`config.mk`:
```
export PLATFORM = sky130hd
export DESIGN_NAME = pmme_div
export DESIGN_NICKNAME = d
export VERILOG_FILES = /design/src/point_marker_mesh_expander_macros.svh /design/src/pmme_pkg.sv /design/src/pmme_div.sv
export SDC_FILE = /design/constraint.sdc
export NUM_CORES = 1
export LEC_CHECK = 0
export BUFFER_PORTS_ARGS = -buffer_cell sky130_fd_sc_hd__buf_2
export CAP_MARGIN = 20
export CORE_AREA = 4 4 117 164
export DETAILED_ROUTE_END_ITERATION = 16
export DIE_AREA = 0 0 121 168
export PLACE_DENSITY = 0.94
export SETUP_SLACK_MARGIN = 0.02
export SLEW_MARGIN = 25
export SYNTH_ARGS = -nofsm -noshare
export SYNTH_HDL_FRONTEND = slang
export SYNTH_SLANG_ARGS = --single-unit
```
`constraint.sdc`:
```
create_clock -name clk -period 8.4 [get_ports clk]
set_input_delay 2.1 -clock clk [delete_from_list [all_inputs] [get_ports clk]]
set_output_delay 2.1 -clock clk [all_outputs]
set_load 0.02 [all_outputs]
```
`src/point_marker_mesh_expander_macros.svh`:
```
// Assertion macros for the point marker mesh expander
`ifndef POINT_MARKER_MESH_EXPANDER_MACROS_SVH
`define POINT_MARKER_MESH_EXPANDER_MACROS_SVH

// same-cycle implication
`define PMME_ASSERT_IMP(name, clk_s, rst_s, ante, cons) \
	name: assert property (@(posedge clk_s) disable iff (!rst_s) (ante) |-> (cons)) \
		else $error("point marker expander: same-cycle check failed");

// next-cycle implication
`define PMME_ASSERT_NEXT(name, clk_s, rst_s, ante, cons) \
	name: assert property (@(posedge clk_s) disable iff (!rst_s) (ante) |=> (cons)) \
		else $error("point marker expander: next-cycle check failed");

`endif

```
`src/pmme_pkg.sv`:
```
// Shared constants, codes and tables for the point marker mesh expander
`timescale 1ns / 1ps
`default_nettype none
package pmme_pkg;
	localparam int MaxSegmentsDef = 62;
	localparam int CordicStepsDef = 16;
	localparam logic signed [33:0] CordicStart = 34'sd652032874;

	localparam logic [2:0] SHAPE_DOT     = 3'd0;
	localparam logic [2:0] SHAPE_CIRCLE  = 3'd1;
	localparam logic [2:0] SHAPE_SQUARE  = 3'd2;
	localparam logic [2:0] SHAPE_TRI     = 3'd3;
	localparam logic [2:0] SHAPE_DIAMOND = 3'd4;
	localparam logic [2:0] SHAPE_CROSS   = 3'd5;
	localparam logic [2:0] SHAPE_STAR    = 3'd6;
	localparam logic [2:0] SHAPE_CIRC_B  = 3'd7;

	localparam logic [1:0] REG_SHAPE = 2'd0;
	localparam logic [1:0] REG_SIZE  = 2'd1;
	localparam logic [1:0] REG_SEGS  = 2'd2;

	function automatic logic [31:0] atan_turn(input logic [4:0] i);
		logic [31:0] v;
		unique case (i)
			5'd0:  v = 32'h20000000;
			5'd1:  v = 32'h12E4051E;
			5'd2:  v = 32'h09FB385B;
			5'd3:  v = 32'h051111D4;
			5'd4:  v = 32'h028B0D43;
			5'd5:  v = 32'h0145D7E1;
			5'd6:  v = 32'h00A2F61E;
			5'd7:  v = 32'h00517C55;
			5'd8:  v = 32'h0028BE53;
			5'd9:  v = 32'h00145F2F;
			5'd10: v = 32'h000A2F98;
			5'd11: v = 32'h000517CC;
			5'd12: v = 32'h00028BE6;
			5'd13: v = 32'h000145F3;
			5'd14: v = 32'h0000A2F9;
			5'd15: v = 32'h0000517D;
			5'd16: v = 32'h000028BE;
			5'd17: v = 32'h0000145F;
			5'd18: v = 32'h00000A30;
			5'd19: v = 32'h00000518;
			5'd20: v = 32'h0000028C;
			5'd21: v = 32'h00000146;
			5'd22: v = 32'h000000A3;
			5'd23: v = 32'h00000051;
			default: v = 32'h0;
		endcase
		return v;
	endfunction

	function automatic logic [31:0] tri_angle(input logic [1:0] i);
		logic [31:0] v;
		unique case (i)
			2'd0: v = 32'hC0000000;
			2'd1: v = 32'h15555555;
			2'd2: v = 32'h6AAAAAAA;
			default: v = 32'h0;
		endcase
		return v;
	endfunction

	function automatic logic [31:0] star_angle(input logic [3:0] i);
		logic [31:0] v;
		unique case (i)
			4'd0: v = 32'hC0000000;
			4'd1: v = 32'hD9999999;
			4'd2: v = 32'hF3333333;
			4'd3: v = 32'h0CCCCCCC;
			4'd4: v = 32'h26666666;
			4'd5: v = 32'h40000000;
			4'd6: v = 32'h59999999;
			4'd7: v = 32'h73333333;
			4'd8: v = 32'h8CCCCCCC;
			4'd9: v = 32'hA6666666;
			default: v = 32'h0;
		endcase
		return v;
	endfunction
endpackage
`default_nettype wire

```
`src/pmme_div.sv`:
```
// Shared divider: shift-subtract by the segment count, shift-add reciprocal by ten
`timescale 1ns / 1ps
`default_nettype none
module pmme_div import pmme_pkg::*; (
	input  wire logic        clk,
	input  wire logic        arst_n,
	input  wire logic        start,
	input  wire logic        by_ten,
	input  wire logic [33:0] dividend,
	input  wire logic [5:0]  divisor,
	output logic             done,
	output logic [33:0]      quotient,
	output logic [5:0]       remainder
);
	logic [33:0] quo_q;
	logic [33:0] num_q;
	logic [5:0]  rem_q;
	logic [5:0]  den_q;
	logic [5:0]  cnt_q;
	logic        busy_q;
	logic        done_q;
	logic        ten_q;
	logic [6:0]  trial;
	logic [6:0]  diff;
	logic        ge;

	assign trial = {rem_q, quo_q[33]};
	assign ge    = trial >= {1'b0, den_q};
	assign diff  = trial - {1'b0, den_q};

	always_ff @(posedge clk or negedge arst_n) begin
		if (!arst_n) begin
			busy_q <= 1'b0;
			done_q <= 1'b0;
			ten_q  <= 1'b0;
			cnt_q  <= '0;
		end else begin
			done_q <= 1'b0;
			if (start) begin
				busy_q <= 1'b1;
				ten_q  <= by_ten;
				cnt_q  <= by_ten ? 6'd8 : 6'd34;
			end else if (busy_q) begin
				cnt_q <= cnt_q - 6'd1;
				if (cnt_q == 6'd1) begin
					busy_q <= 1'b0;
					done_q <= 1'b1;
				end
			end
		end
	end

	always_ff @(posedge clk) begin
		if (start) begin
			quo_q <= dividend;
			num_q <= dividend;
			rem_q <= '0;
			den_q <= divisor;
		end else if (busy_q && ten_q) begin
			unique case (cnt_q)
				6'd8: quo_q <= (num_q >> 1) + (num_q >> 2);
				6'd7: quo_q <= quo_q + (quo_q >> 4);
				6'd6: quo_q <= quo_q + (quo_q >> 8);
				6'd5: quo_q <= quo_q + (quo_q >> 16);
				6'd4: quo_q <= quo_q + (quo_q >> 32);
				6'd3: quo_q <= quo_q >> 3;
				6'd2: num_q <= num_q - {quo_q[30:0], 3'b000} - {quo_q[32:0], 1'b0};
				default: quo_q <= quo_q + {33'd0, num_q > 34'd9};
			endcase
		end else if (busy_q) begin
			quo_q <= {quo_q[32:0], ge};
			rem_q <= ge ? diff[5:0] : trial[5:0];
		end
	end

	assign done      = done_q;
	assign quotient  = quo_q;
	assign remainder = rem_q;
endmodule
`default_nettype wire

```
==> results of run 1 <==
path summary, 6_finish.rpt:
kind                              start           end  slack (ns)
setup / recovery               num_q[2]  quotient[30]        3.30
setup reg to reg               num_q[2]  quotient[30]        3.30
min in group asynchronous        arst_n      cnt_q[5]        1.58
hold / removal             remainder[1]  remainder[1]        0.49
max in group asynchronous        arst_n         ten_q        6.64
hold reg to reg            remainder[1]  remainder[1]        0.49
cell usage in the layout (no fill, tap or decap), types with 5 or more instances in the layout:
cell       netlist  routed
edfxtp_1        74      74
nand4_1         15      15
nand3_1         30      30
or3_1            5       5
o31ai_1         12      12
xor2_1          37      37
and3_1          18      18
a21oi_1        107     107
dfrtp_1          9       9
a31o_2           6       5
a22o_1          10      10
fa_1            33      33
buf_4            0       8
o21a_1          19      19
a31oi_1         10      10
o41ai_1          5       5
a22oi_1         26      26
o21ai_0        106     106
nor2b_1         11      11
a21o_1          63      63
o22ai_1          6       6
clkbuf_16        0      10
nor3b_1          5       5
dfxtp_1          6       6
nand2_1        156     156
ha_1           134     134
nor2_1          63      63
xnor2_1         52      52
buf_2            1      83
o211ai_1        11      11
nand2b_1        11      11
o21bai_1         6       6
and4_1           7       7
inv_1           97      97
a221o_1          9       9
a211oi_1        15      15
nor3_1          16      16
a221oi_1        19      19
o2111ai_1        6       6
and2_1           7       9
power by group through the flow:
stage	Clock (mW)	Sequential, mW	Combinational, mW
floorplan	0	0.924	3.26
global placement	0	0.980	4.13
detailed placement	0	0.986	4.27
CTS	0.420	0.977	4.31
global route	0.441	1.00	4.82
finish	0.420	0.991	4.37
cell families after synthesis:
family,count (synthesis),share of synthesized area [%]
flops,89,22.6
simple gates,368,15.6
compound gates,475,28.1
buf+inv,159,5.27
xor+xnor,89,6.87
fa+ha+maj,167,20.6
mux,9,0.883
per-stage QoR:
step	hold slack [ns]	setup WS [ns]	cells	util [%]	power [mW]
floorplan	0.552	3.90	1356	-	4.19
global placement	0.475	3.05	1625	66.9	5.11
detailed placement	0.486	3.15	1625	66.9	5.25
CTS	0.496	3.15	1641	68.5	5.70
global route	0.537	2.95	1641	68.6	6.26
finish	0.492	3.30	1641	68.6	5.78
routing by layer:
| metal | GRT usage, % | wire length, um | vias to the layer above |
|---|---|---|---|
| met3 | 5.68 | 2770 | 187 |
| li1 | - | - | 5079 |
| met5 | 0 | 0 | - |
| met1 | 38.6 | 12500 | 5209 |
| met4 | 25.4 | 3050 | 0 |
| met2 | 61.6 | 17800 | 607 |
tightest hold or removal path, cell delays in order (launching register included):
cell	delay, ns
dfxtp_1	0.34
nand2_1	0.06
a21oi_1	0.05
flip-flops by register name (all words and copies together), names as in the netlist:
signal	cells
done	1
quotient	34
busy_q	1
ten_q	1
num_q	34
remainder	6
cnt_q	6
den_q	6
final cells by class:
cell class	instances	area [um2]	share of cell area, %
sequential	89	2570	21.0
clock buffer	10	250	2.05
clock inverter	6	46.3	0.379
multi-input combinational	1108	8200	67.2
timing repair buffer	91	475	3.90
inverter	97	364	2.98
tap	240	300	2.46
==> impl_metrics.toml, run 1 <==
[run_status]
status = "completed"

[die]
fp.dieW_um = 121
die_y_um = 168
num_io_pins = 85
rows = 58
initial_core_util_pct = 63.8
dieArea_um2 = 20300
core_area_um2 = 17800

[final_layout]
num_antenna_cells = 0
layout-drive-gt1-share_pct = 9.92
stdcell_area_um2 = 12200
area_delta_synth_final_pct = 7.58
nFillCells = 1408
layout.nets = 1607

[clock_network]
ctsHoldBuffers = 0
cts_root_buffer = "clkbuf_16"
clk_latency_ns = 0.36
ctsLongestPathBuffers = 2
cts.sinks = 89
h-tree-depth = 3
cts_tree = "yes"
numCtsBuffers = 9
cts_resized = 0
cts_setup_buffers = 0
path_clk_slew_ns = 0.07

[worst_setup_path]
cp.depth = 25
reg2reg_depth = 25
critPathTopFamily = "compound AO/OA/AOI/OAI gates"
crit_required_ns = 8.52
path_max_fanout = 4
slowest_stage = "edfxtp_1"
criticalPathCategory = "register to register"
startpoint_type = "register"
crit_path_max_incr_delay_ns = 0.48
critPathCaptureType = "register"
crit_arrival_ns = 5.22
crit_path_frequent_cell = "o21ai_0"
path_buf_inv = 2

[synth]
synthFlopType = "edfxtp_1"
synth-edff-count = 74
syn_area_um2 = 11300
ys_seq_area_share_pct = 22.6
ys_async_sr_fraction_pct = 10.1
synth_common_cells = "156 x nand2_1, 134 x ha_1, 107 x a21oi_1, 106 x o21ai_0, 97 x inv_1"
synth_cell_type_count = 80
postSynthCellCount = 1356
syn_avg_cell_area_um2 = 8.36
synth_warnings = 0
synth_seq_cells = 89
synth.area.top_cells = "edfxtp_1 20%, ha_1 15%, fa_1 5.8%"
synth.most_common_cell = "nand2_1"
synth_top_area_cell = "edfxtp_1"
synth_fp_nets = 1567
synth_top_area_share_pct = 19.6

[detailed_routing]
antenna_left = 0
drc = 0
vias_per_cell = 6.75
first_pass_iters = 6
drt-wirelength-per-cell_um = 22.0
vias = 11100
dr.first_iter.drc_count = 1229
drt-total-wl_mm = 36.0

[sta]
tns_ns = 0
rsz0062_at_grt = "no"
fin_crit_sh_pct = 60.7
fin_crit_ns = 5.10
worst_pin_slew_ns = 0.881
relSlewSlack_pct = 41.3
skew_ns = 0.00654
setup_viol = 0
slew_violations = 0
fmax_ghz = 0.196
finalHoldViolCount = 0

[pwr]
vdd_ir_drop_max_v = 0.000330
clkPwrFrac_pct = 7.3
swShare_pct = 53.0
pwr-share-comb_pct = 75.6
p_switching_mw = 3.06
p_leak_nw = 5.53
p_per_area_nw_per_um2 = 474
p_int_mw = 2.72
seq_power_share_pct = 17.1

[worst_hold_path]
hold_depth = 2
min_path_type = "register to register"

[placement]
numPortBuffers = 84
dpl.hpwl_mm = 28.2
place_area_um2 = 11900
place.gp.congestion = 1.02

[flow_run]
drv_cap = 0

[global_route]
antenna_found_initial = 0
grt_start_max_net_pins = 75
grt_pass1_vias = 11200
grt_pass1_wl_mm = 57.0
grt_use_total_pct = 35.4
grt-ovfl-total = 0
Note: power is estimated with default switching activity, not from simulation.
==> run 2, diff against run 1 <==
Settings changed: CORE_AREA 4 4 117 164 to 4 4 119 166, DIE_AREA 0 0 121 168 to 0 0 123 170, PLACE_DENSITY 0.94 to 0.92.
Clock period 8.4 ns to 5.2 ns, I/O delays scaled along.
==> run 2 against run 1 <==
Hold slack improved by 0.011 ns; combinational power is 65% higher; clock skew increased by 0.0035 ns; design area is 0.93% higher; via count up 0.73%; register-to-register slack worse by 3.0 ns; clock power is 61% higher.
==> impl_metrics.toml, run 2 (synthesis results as in run 1) <==
[worst_setup_path]
r2r-start = "num_q[2]"
reg2reg_depth = 25
r2r-end = "quotient[26]"
criticalPathCategory = "register to register"
critPathCaptureType = "register"
crit_arrival_ns = 5.08
startpoint_type = "register"
crit_required_ns = 5.40
ff2ff_setup_slack_ns = 0.32
path_max_fanout = 4

[final_layout]
nFillCells = 1517
area_delta_synth_final_pct = 8.58
layout_commonest_cell = "nand2_1"
layout-drive-gt1-share_pct = 10.9
stdcell_area_um2 = 12300
layout.nets = 1622
final_cell_mix = "156 x nand2_1, 134 x ha_1, 107 x a21oi_1, 106 x o21ai_0, 97 x inv_1"
layout.cells.non_filler = 1661

[detailed_routing]
first_pass_iters = 7
dr.first_iter.drc_count = 1248
wl_met1_mm = 12.3
maxUsedRoutingLayer = "met4"
drt-total-wl_mm = 36.1
route.met2.wl_mm = 17.5
antenna_left = 0
vias = 11200
drc = 0
dr_wl_met3_mm = 2.88
drt-wirelength-per-cell_um = 21.8
vias_per_cell = 6.72

[die]
num_io_pins = 85
initial_core_util_pct = 61.7
dieArea_um2 = 20900
rows = 59
die_y_um = 170
core_area_um2 = 18400
fp.dieW_um = 123

[worst_hold_path]
whs_endpoint = "remainder[1]"
min_from = "remainder[1]"
min_path_type = "register to register"
hold_depth = 2

[global_route]
antenna_found_initial = 0
grt_start_max_net_pins = 72
grt_pass1_vias = 11000
grt_use_total_pct = 34.7
grt_pass1_wl_mm = 57.2
grt-ovfl-total = 0

[pwr]
p_per_area_nw_per_um2 = 767
p_leak_nw = 5.60
power_mw = 9.44
vdd_ir_drop_max_v = 0.000607

[sta]
tns_ns = 0
worst_pin_slew_ns = 1.05
slew_violations = 0
finalHoldViolCount = 0
fin_ws_ns = 0.321
rsz0062_at_grt = "no"
setup_viol = 0
fin_crit_sh_pct = 93.8
relSlewSlack_pct = 29.7
fmax_ghz = 0.205
fin_crit_ns = 4.88
skew_ns = 0.0100

[placement]
dp_cells = 1644
numPortBuffers = 84
place_area_um2 = 12000
dpl.hpwl_mm = 28.5
place.gp.congestion = 1.01
dp_slack_ns = 0.446

[clock_network]
ctsHoldBuffers = 0
cts_tree = "yes"
cts.sinks = 89
cts_resized = 0
path_clk_slew_ns = 0.08
ctsLongestPathBuffers = 2
clk_latency_ns = 0.36
cts_setup_buffers = 0
h-tree-depth = 3
numCtsBuffers = 9
cts_root_buffer = "clkbuf_16"

[run_status]
status = "completed"

[flow_run]
drv_cap = 0
## run 2: cell count changes in the layout (fill, tap and decap cells not counted), sizes merged
cell    before  now
buf         91  106
clkinv       2    4
clkbuf      10    9
diode        0    1
inv        101  100
## run 2: metrics by stage
step           hold WS, ns  util, %
2_1_floorplan        0.552        -
3_3_place_gp         0.479     65.3
3_5_place_dp         0.498     65.3
4_1_cts              0.509     66.9
5_1_grt              0.548     67.0
6_report             0.503     67.0
## run 2: worst max-delay path by stage
| stage | to | slack (ns) | from | depth (start not counted) |
|---|---|---|---|---|
| 2_1_floorplan | quotient[29] | 0.70 | cnt_q[3] | 16 |
| 3_3_place_gp | quotient[29] | 0.53 | num_q[3] | 22 |
| 3_5_place_dp | quotient[26] | 0.45 | num_q[2] | 25 |
| 4_1_cts | quotient[26] | 0.39 | num_q[2] | 25 |
| 5_1_grt | quotient[26] | 0.05 | num_q[2] | 25 |
| 6_report | quotient[26] | 0.32 | num_q[2] | 25 |
## run 2: power by group
part	total, mW	internal [mW]	switching, mW	leakage, nW
Clock	0.678	0.339	0.340	0.146
Sequential	1.55	1.14	0.410	0.922
Combinational	7.21	2.93	4.29	4.53
Total	9.44	4.40	5.04	5.60
## run 2: cell type report
type	count	area, um2	area share [%]
clock inverters	7	73.8	0.599
inverters	97	364	2.96
diodes	1	2.50	0.0203
repair buffers	106	588	4.78
clock buffers	9	225	1.83
well taps	244	305	2.48
flip-flops and latches	89	2570	20.8
multi-input cells	1108	8190	66.5
## run 2: per-layer routing
layer  global-route usage (%)  vias up
met5                        0        -
met4                     26.6        0
met3                     4.85      232
met2                     58.9      656
met1                     38.7     5168
li1                         -     5107
## run 2: worst max-delay path, stage by stage, from the launching register on
cell      delay (ns)
edfxtp_1        0.46
inv_1           0.10
ha_1            0.22
nor2b_1         0.13
o21ai_0         0.15
nand3_1         0.10
a21oi_1         0.16
o21ai_0         0.09
nand2_1         0.07
nand3_1         0.07
a221o_1         0.36
o211ai_1        0.09
o21ai_0         0.13
ha_1            0.25
inv_1           0.08
fa_1            0.21
nor2b_1         0.07
o31a_1          0.29
o31a_1          0.30
a21o_1          0.22
a211o_1         0.26
a21o_1          0.19
a31o_1          0.23
a21o_1          0.17
a21o_1          0.14
a22oi_1         0.16
